==> src/rtl/wsd_pkg.sv <==
// ----------------------------------------------------------------------------
// wsd_pkg
// Types and constants shared by the WebSocket frame deframer modules.
// ----------------------------------------------------------------------------
package wsd_pkg;

  localparam int WSD_QUEUE_DEPTH = 2;

  localparam logic [1:0] KIND_PAYLOAD = 2'd0;
  localparam logic [1:0] KIND_EMPTY   = 2'd1;
  localparam logic [1:0] KIND_REJECT  = 2'd2;

  localparam logic [6:0] LEN7_MASK   = 7'h7F;
  localparam logic [6:0] LEN7_MAX    = 7'd125;
  localparam logic [6:0] LEN7_EXT16  = 7'd126;
  localparam logic [6:0] LEN7_EXT64  = 7'd127;
  localparam logic [7:0] RSV_MASK    = 8'h70;

  typedef struct packed {
    logic [7:0] data_byte;
    logic       frame_start;
  } wsd_item_t;

  typedef struct packed {
    logic [7:0] out_byte;
    logic [1:0] kind;
    logic [3:0] opcode;
    logic       fin;
    logic       last;
  } wsd_result_t;

  typedef struct packed {
    logic        push;
    wsd_result_t result;
  } wsd_emit_t;

endpackage

==> src/rtl/wsd_parser.sv <==
// ----------------------------------------------------------------------------
// wsd_parser
// Front end: header parse, key capture, payload unmask, one byte per cycle while accept is high.
// ----------------------------------------------------------------------------
module wsd_parser (
  input  logic               clk,
  input  logic               rst,
  input  logic               accept,
  input  wsd_pkg::wsd_item_t item,
  output wsd_pkg::wsd_emit_t emit
);
  import wsd_pkg::*;

  typedef enum logic [2:0] {
    PH_HDR0 = 3'd0,
    PH_HDR1 = 3'd1,
    PH_EXT  = 3'd2,
    PH_KEY  = 3'd3,
    PH_DATA = 3'd4,
    PH_SKIP = 3'd5
  } phase_t;

  phase_t      phase, phase_next, phase_eff;
  logic [3:0]  ext_left, ext_left_next;
  logic [63:0] rem, rem_next, rem_dec;
  logic [31:0] key, key_next, key_sh;
  logic [2:0]  key_left, key_left_next;
  logic [1:0]  midx, midx_next;
  logic [3:0]  opc, opc_next;
  logic        fin, fin_next;
  logic        masked, masked_next;
  logic        rejected, rejected_next;
  logic        len_done, hdr_done;
  logic [6:0]  len7;

  assign len7    = item.data_byte[6:0] & LEN7_MASK;
  assign rem_dec = (rem != 64'd0) ? rem - 64'd1 : rem;
  assign key_sh  = key << {midx, 3'b000};

  always_comb begin
    phase_next    = phase;
    ext_left_next = ext_left;
    rem_next      = rem;
    key_next      = key;
    key_left_next = key_left;
    midx_next     = midx;
    opc_next      = opc;
    fin_next      = fin;
    masked_next   = masked;
    rejected_next = rejected;
    len_done      = 1'b0;
    hdr_done      = 1'b0;
    emit          = '0;
    phase_eff     = item.frame_start ? PH_HDR0 : phase;

    case (phase_eff)
      PH_HDR1: begin
        masked_next = item.data_byte[7];
        if (len7 <= LEN7_MAX) begin
          rem_next = {57'd0, len7};
          len_done = 1'b1;
        end else begin
          rem_next      = 64'd0;
          ext_left_next = (len7 == LEN7_EXT16) ? 4'd2 : 4'd8;
          phase_next    = PH_EXT;
        end
      end
      PH_EXT: begin
        rem_next      = {rem[55:0], item.data_byte};
        ext_left_next = (ext_left != 4'd0) ? ext_left - 4'd1 : ext_left;
        len_done      = (ext_left_next == 4'd0);
      end
      PH_KEY: begin
        key_next      = {key[23:0], item.data_byte};
        key_left_next = (key_left != 3'd0) ? key_left - 3'd1 : key_left;
        hdr_done      = (key_left_next == 3'd0);
      end
      PH_DATA: begin
        midx_next               = midx + 2'd1;
        rem_next                = rem_dec;
        emit.push               = 1'b1;
        emit.result.out_byte    = masked ? (item.data_byte ^ key_sh[31:24])
                                         : item.data_byte;
        emit.result.kind        = KIND_PAYLOAD;
        emit.result.last        = (rem_dec == 64'd0);
        if (rem_dec == 64'd0) begin
          phase_next = PH_HDR0;
        end
      end
      PH_SKIP: begin
        rem_next = rem_dec;
        if (rem_dec == 64'd0) begin
          phase_next = PH_HDR0;
        end
      end
      default: begin
        fin_next      = item.data_byte[7];
        opc_next      = item.data_byte[3:0];
        rejected_next = ((item.data_byte & RSV_MASK) != 8'd0);
        masked_next   = 1'b0;
        rem_next      = 64'd0;
        ext_left_next = 4'd0;
        key_left_next = 3'd0;
        midx_next     = 2'd0;
        phase_next    = PH_HDR1;
      end
    endcase

    if (len_done && masked_next) begin
      key_next      = 32'd0;
      key_left_next = 3'd4;
      phase_next    = PH_KEY;
    end else if (len_done || hdr_done) begin
      midx_next = 2'd0;
      if (rejected_next) begin
        phase_next       = (rem_next != 64'd0) ? PH_SKIP : PH_HDR0;
        emit.push        = 1'b1;
        emit.result.kind = KIND_REJECT;
        emit.result.last = 1'b1;
      end else if (rem_next == 64'd0) begin
        phase_next       = PH_HDR0;
        emit.push        = 1'b1;
        emit.result.kind = KIND_EMPTY;
        emit.result.last = 1'b1;
      end else begin
        phase_next = PH_DATA;
      end
    end

    emit.result.opcode = opc;
    emit.result.fin    = fin;
    emit.push          = emit.push & accept;
  end

  always_ff @(posedge clk) begin
    if (rst) begin
      phase    <= PH_HDR0;
      ext_left <= 4'd0;
      rem      <= 64'd0;
      key      <= 32'd0;
      key_left <= 3'd0;
      midx     <= 2'd0;
      opc      <= 4'd0;
      fin      <= 1'b0;
      masked   <= 1'b0;
      rejected <= 1'b0;
    end else if (accept) begin
      phase    <= phase_next;
      ext_left <= ext_left_next;
      rem      <= rem_next;
      key      <= key_next;
      key_left <= key_left_next;
      midx     <= midx_next;
      opc      <= opc_next;
      fin      <= fin_next;
      masked   <= masked_next;
      rejected <= rejected_next;
    end
  end

  a_nonpayload_last: assert property (@(posedge clk) disable iff (rst)
    emit.push && emit.result.kind != KIND_PAYLOAD |-> emit.result.last)
    else $error("header result without last");

  a_payload_in_data: assert property (@(posedge clk) disable iff (rst)
    emit.push && emit.result.kind == KIND_PAYLOAD |->
      phase == PH_DATA && !item.frame_start)
    else $error("payload emitted outside data phase");

  a_skip_silent: assert property (@(posedge clk) disable iff (rst)
    accept && phase == PH_SKIP && !item.frame_start |-> !emit.push)
    else $error("result emitted while skipping");

endmodule

==> src/rtl/wsd_queue.sv <==
// ----------------------------------------------------------------------------
// wsd_queue
// Back end: short result queue between the parser and the output channel.
// ----------------------------------------------------------------------------
module wsd_queue #(
  parameter int DEPTH = wsd_pkg::WSD_QUEUE_DEPTH
) (
  input  logic                 clk,
  input  logic                 rst,
  input  wsd_pkg::wsd_emit_t   emit,
  output logic                 full,
  output logic                 result_valid,
  input  logic                 result_stall,
  output wsd_pkg::wsd_result_t result
);
  import wsd_pkg::*;

  localparam int PW = (DEPTH > 1) ? $clog2(DEPTH) : 1;
  localparam int CW = $clog2(DEPTH + 1);

  wsd_result_t       slots [DEPTH];
  logic [PW-1:0]     wr_ptr, rd_ptr;
  logic [CW-1:0]     count;
  logic              pop;

  assign full         = (count == CW'(DEPTH));
  assign result_valid = (count != CW'(0));
  assign pop          = result_valid && !result_stall;
  assign result       = slots[rd_ptr];

  always_ff @(posedge clk) begin
    if (rst) begin
      wr_ptr <= '0;
      rd_ptr <= '0;
      count  <= '0;
    end else begin
      if (emit.push) begin
        wr_ptr <= (wr_ptr == PW'(DEPTH - 1)) ? '0 : wr_ptr + PW'(1);
      end
      if (pop) begin
        rd_ptr <= (rd_ptr == PW'(DEPTH - 1)) ? '0 : rd_ptr + PW'(1);
      end
      if (emit.push && !pop) begin
        count <= count + CW'(1);
      end else if (pop && !emit.push) begin
        count <= count - CW'(1);
      end
    end
  end

  always_ff @(posedge clk) begin
    if (emit.push) begin
      slots[wr_ptr] <= emit.result;
    end
  end

  a_no_overflow: assert property (@(posedge clk) disable iff (rst)
    emit.push |-> !full)
    else $error("push into full queue");

  a_count_bound: assert property (@(posedge clk) disable iff (rst)
    count <= CW'(DEPTH))
    else $error("queue count out of range");

endmodule

==> src/rtl/websocket_frame_deframer.sv <==
// ----------------------------------------------------------------------------
// websocket_frame_deframer
// RFC 6455 frame parser: header, extended length, mask key, unmasked payload.
// ----------------------------------------------------------------------------
// Throughput: one input byte per cycle while the result queue has room.
// Results are registered: each is written into the queue on the edge that accepts its byte.
// The queue of QUEUE_DEPTH entries absorbs output stall; input stalls when full.
// Reset (rst, synchronous): parser returns to header byte zero, queue empties.
module websocket_frame_deframer #(
  parameter int QUEUE_DEPTH = wsd_pkg::WSD_QUEUE_DEPTH
) (
  input  logic                 clk,
  input  logic                 rst,
  input  logic                 item_valid,
  output logic                 item_stall,
  input  wsd_pkg::wsd_item_t   item,
  output logic                 result_valid,
  input  logic                 result_stall,
  output wsd_pkg::wsd_result_t result
);
  import wsd_pkg::*;

  wsd_emit_t emit;
  logic      full;
  logic      accept;

  assign item_stall = full;
  assign accept     = item_valid && !full;

  wsd_parser u_parser (
    .clk    (clk),
    .rst    (rst),
    .accept (accept),
    .item   (item),
    .emit   (emit)
  );

  wsd_queue #(
    .DEPTH (QUEUE_DEPTH)
  ) u_queue (
    .clk          (clk),
    .rst          (rst),
    .emit         (emit),
    .full         (full),
    .result_valid (result_valid),
    .result_stall (result_stall),
    .result       (result)
  );

endmodule
==> config.mk <==
export PLATFORM = sky130hd
export DESIGN_NAME = websocket_frame_deframer
export DESIGN_NICKNAME = d
export VERILOG_FILES = /design/src/rtl/wsd_pkg.sv /design/src/rtl/wsd_parser.sv /design/src/rtl/wsd_queue.sv /design/src/rtl/websocket_frame_deframer.sv
export SDC_FILE = /design/constraint.sdc
export NUM_CORES = 1
export LEC_CHECK = 0
export BUFFER_PORTS_ARGS = -buffer_cell sky130_fd_sc_hd__buf_2
export CAP_MARGIN = 25
export CORE_MARGIN = 2
export CORE_UTILIZATION = 54
export CTS_BUF_LIST = sky130_fd_sc_hd__clkbuf_8 sky130_fd_sc_hd__clkbuf_16
export CTS_CLUSTER_SIZE = 8
export DETAILED_ROUTE_END_ITERATION = 10
export PLACE_DENSITY = 0.83
export SLEW_MARGIN = 20
export SYNTH_ARGS = -nofsm -noshare
export SYNTH_HDL_FRONTEND = slang
export SYNTH_SLANG_ARGS = --single-unit
export TNS_END_PERCENT = 50
==> constraint.sdc <==
create_clock -name clk -period 14.8 [get_ports clk]
set_input_delay 2.96 -clock clk [delete_from_list [all_inputs] [get_ports clk]]
set_output_delay 2.96 -clock clk [all_outputs]
set_load 0.03 [all_outputs]
==> Yosys cells after proc, flatten, opt, wreduce, memory -nomap -nowiden <==
Memories as Yosys holds them, arrays and structs flattened. A register that Yosys moved wholly into a read port is not among the register bits.
Index checks and enable logic that the tools add are counted.
{ "totals": {"regBits": 119, "latchBits": 0, "ramBits": 32, "romBits": 0, "input_bits": 13, "out_inout_bits": 18, "n_memories": 1} }
{ "memory_table": {"columns": ["name", "words", "width", "read_ports", "rd_clocked_by_memory_dff", "write_ports", "line_no", "source"], "rows": [
  ["u_queue.slots", 2, 16, 1, 1, 1, "wsd_queue.sv:21", "wsd_result_t slots [DEPTH];"]
]} }
{ "op_classes": {"n_addsub": 8, "multipliers": 0, "div": 0, "order_cmp": 1, "n_eq_ne": 12, "shift": 1, "n_mux": 52, "n_bitwise": 4, "reduce_logical": 34} }
{ "op_table": {"columns": ["operator", "n"], "rows": [
  ["$pmux W64 S4", 1],
  ["$logic_not A64 Y1", 2],
  ["$reduce_bool A64 Y1", 2],
  ["$mux W32", 2],
  ["$mux W64", 1],
  ["$sub A64 B1 Y64 const B", 1],
  ["$shl A32 B5 Y32", 1],
  ["$mux W3", 10],
  ["$mux W1", 18],
  ["$mux W2", 8],
  ["$mux W4", 3],
  ["$pmux W4 S3", 1],
  ["$reduce_or A4 Y1", 3],
  ["$mux W11", 1],
  ["$pmux W3 S3", 1],
  ["$mux W8", 1],
  ["$reduce_bool A8 Y1", 1],
  ["$xor A8 B8 Y8", 1],
  ["$eq A7 B7 Y1 const B", 1],
  ["$le A7 B7 Y1 const B", 1],
  ["$mux W7", 1],
  ["$eq A3 B2 Y1 const B", 2],
  ["$eq A3 B3 Y1 const B", 2],
  ["$pmux W3 S2", 1],
  ["other kinds (30)", 46]
]} }

==> Logic depth before layout (Yosys ltp) <==
{ "depth": {"ltp_word": 14, "depth_mapped": 21, "depth_no_buf": 17} }

==> Modules after synthesis <==
From an unflattened synthesis, not the netlist that was laid out.
{ "hier_totals": {"hier_cells": 1390, "hier_area_um2": 10588.9} }
{ "modules_own_cells": {"columns": ["mod", "instances", "cells_each", "area_each_um2", "seq_area_each_um2"], "rows": [
  ["wsd_parser", 1, 1317, 9207.6, 2302.2],
  ["wsd_queue", 1, 72, 1367.6, 1061.0],
  ["websocket_frame_deframer", 1, 1, 13.8, 0.0]
]} }

==> Least setup slack after synthesis <==
No wires, ideal clock.
{ "synth_path": {"kind": "input port to flip-flop", "from": "in item[0] in the netlist's numbering", "to": "mem u_queue.slots[0][0] in the netlist's numbering (enable)", "setup_ns": 0.374, "t_arrival_ns": 6.023, "setup_slack_ns": 8.404, "cell_stages": 15, "path_buffers": 3, "cell_sequence": "buf_1 > or3b_2 > clkbuf_1 > nor2_1 > or2_2 > clkbuf_1 > a22o_1 > a221o_1 > nor4bb_1 > o2111ai_1 > nor4_1 > and4_1 > nand3_1 > nand2_2 > and2_1"} }
{ "synth_rtl": {"columns": ["element", "line_no", "source"], "rows": [
  ["start: declaration", "websocket_frame_deframer.sv:16", "input wsd_pkg::wsd_item_t item,"],
  ["end: declaration", "wsd_queue.sv:21", null]
]} }

==> flow_summary.yaml <==
status:
  status: "finished clean"
timing:
  finalHoldViolations: 0
  clock_skew_ns: 0.0141
  period_minus_slack_ns: 7.01
  setup_tns_ns: 0
  grt_setup_unrepaired: "false"
  fmax_ghz: 0.143
  finalCritPeriodShare: 0.474
  max_slew_margin: 0.362
  setup_viol: 0
  whs_ns: 0.457
  worst_pin_slew_ns: 0.957
  final_max_slew_viol_count: 0
synth:
  synthesis.instances: 1315
  yosys_warnings: 0
  synth-edff-count: 32
  ys.flop_type: "dfxtp_1"
  yosysTopAreaCell: "dfxtp_1"
  ys_seq_area_frac: 0.328
  synth_nets: 1333
  yosys.area.top_type_share: 0.235
  ys_top_cells_by_count: "nor2_1, dfxtp_1, clkbuf_1, nand2_1, o21ai_0"
  synthArstFlopShare: 0
  synth_area_leaders: "dfxtp_1, edfxtp_1, nor2_1, clkbuf_1, nand2_1"
  synth.distinct_cells: 77
  synth_seq_cells: 152
  yosysMostFrequentCell: "nor2_1"
  netlist_area_um2: 10200
  syn_area_per_cell_um2: 7.79
cells_and_area:
  final_cells: 1499
  multi_input_area_um2: 6320
  design_area_um2: 11000
  syn2layout_area_growth_pct: 7.10
  drive_gt1_frac: 0.112
  final_nets: 1268
  final-seq-area_um2: 3360
  nFillCells: 1646
cts:
  post_cts_buffers: 0
  htreeDepth: 4
  cts_resized: 0
  cts_root_buffer: "clkbuf_16"
  clk_latency_ns: 0.44
  cts_hold_buf: 0
  cts_tree: "built"
  clkTransAtPathRegs_ns: 0.07
  cts_sinks: 152
  cts-buffers-inserted: 17
  clock_path_buffers: 2
power:
  irDropWorstVdd_mv: 0.0862
  powerDensity_nw_per_um2: 154
  fin_total_pwr_w: 0.00169
  total_leakage_power_nw: 3.88
grt:
  grt_pass1_wl_mm: 57.5
  grt_pass1_vias: 9736
  grt_usage: 0.370
  grt_overflow_total: 0
  grt_max_degree: 82
  antenna_found_initial: 2
place:
  placed_area_um2: 10300
  numPortBuffers: 30
  post-place-cells: 1464
  post-dp-hpwl_mm: 25.3
  routabilityCongestion: 1.06
drt:
  drtIter0Drc: 1750
  wl_mm: 37.2
  via_count: 10700
  wl_met2_mm: 16.0
  ant_nets: 0
  firstDrtPassIters: 6
  drc: 0
  highest_layer: "met4"
  wl_met1_mm: 14.3
  vias_per_cell: 7.17
  wl_per_cell_um: 24.8
  wl_met3_mm: 5.07
worst_setup_path:
  cp_max_fo: 33
  required_ns: 14.87
  cp-end-kind: "flop"
  critical_path_class: "in2reg"
  cp-start-kind: "input port"
  critPathArrivalTime_ns: 7.08
floorplan:
  die_x_um: 142
  boundaryPins: 31
  start_util: 0.549
  rows: 50
  fp.dieArea_um2: 20100
  die_h_um: 142
  core-area_um2: 18600
run:
  drv_cap: 0
worst_hold_path:
  hp-class: "reg2reg"
worst paths after layout:
check / start / to / slack (ns) / depth (start not counted)
worst max-delay path: item[0] / u_queue.slots[0][4] / 7.79 / 14
worst min-delay path: u_parser.opc[1] / u_queue.slots[0][3] / 0.46 / 0
worst max register to register: u_parser.rem[25] / u_queue.slots[0][4] / 8.47 / 13
worst min register to register: u_parser.opc[1] / u_queue.slots[0][3] / 0.46 / 0
final cells by class:
cell class                 count  share of cell area
antenna                        2            0.000456
clock buffer                  17              0.0388
clock inverter                15              0.0170
inverter                      17             0.00582
multi-input combinational   1013               0.577
sequential                   152               0.307
tap                          234              0.0267
timing repair buffer          49              0.0279
cell usage in the layout, fill, tap and decap left out, drive strengths merged, types with 19 or more instances in the layout:
cell and n:
xor2 19, a22oi 46, nor3 55, a21oi 62, dfxtp 120, nor2 201
nand2 105, nor4 42, mux2i 32, edfxtp 32, buf 49, a211oi 40
or3 25, or4 22, inv 26, o21ai 68, nand3 23, mux2 21
power by group:
part,switching (W),internal [W],total (W),leakage [nW]
clock network,0.000218,0.000231,0.000449,0.299
registers,0.0000791,0.000467,0.000546,1.26
logic,0.000467,0.000227,0.000694,2.32
cell families after synthesis:
kind of cell,Yosys count,share of synthesized area
compound gates,349,0.233
xor+xnor,37,0.0316
fa+ha+maj,5,0.00611
buf+inv,150,0.0564
flops,152,0.328
mux,61,0.0720
simple gates,561,0.273
metrics by stage:
step	worst slack, ns	util
2_1_floorplan	8.40	-
5_1_grt	7.53	0.588
3_5_place_dp	7.39	0.554
6_report	7.79	0.588
4_1_cts	7.88	0.587
3_3_place_gp	7.55	0.553
routing by layer:
| metal | vias up | track usage |
|---|---|---|
| met4 | 0 | 0.162 |
| li1 | 4787 | - |
| met3 | 161 | 0.119 |
| met1 | 5008 | 0.488 |
| met2 | 793 | 0.557 |
| met5 | - | 0 |
critical path, stage by stage:
cell,delay [ns]
buf_2,0.14
or3b_2,0.62
nor2_2,0.19
buf_4,0.33
or2_2,0.42
a22o_1,0.27
a221o_1,0.27
nor4bb_1,0.27
o2111ai_1,0.16
nor4_1,0.27
and4_1,0.31
nand3_1,0.11
nand2_2,0.13
and2_1,0.61
flip-flops by register name, summed over array words and instances, names as in the netlist, 2 cells and up, named ones only:
name	count
u_parser.ext_left	4
u_queue.slots	32
u_parser.rem	64
u_parser.phase	3
u_queue.count	2
u_parser.key	32
u_parser.key_left	3
u_parser.opc	4
u_parser.midx	2
Note: power is estimated with default switching activity, not from simulation.
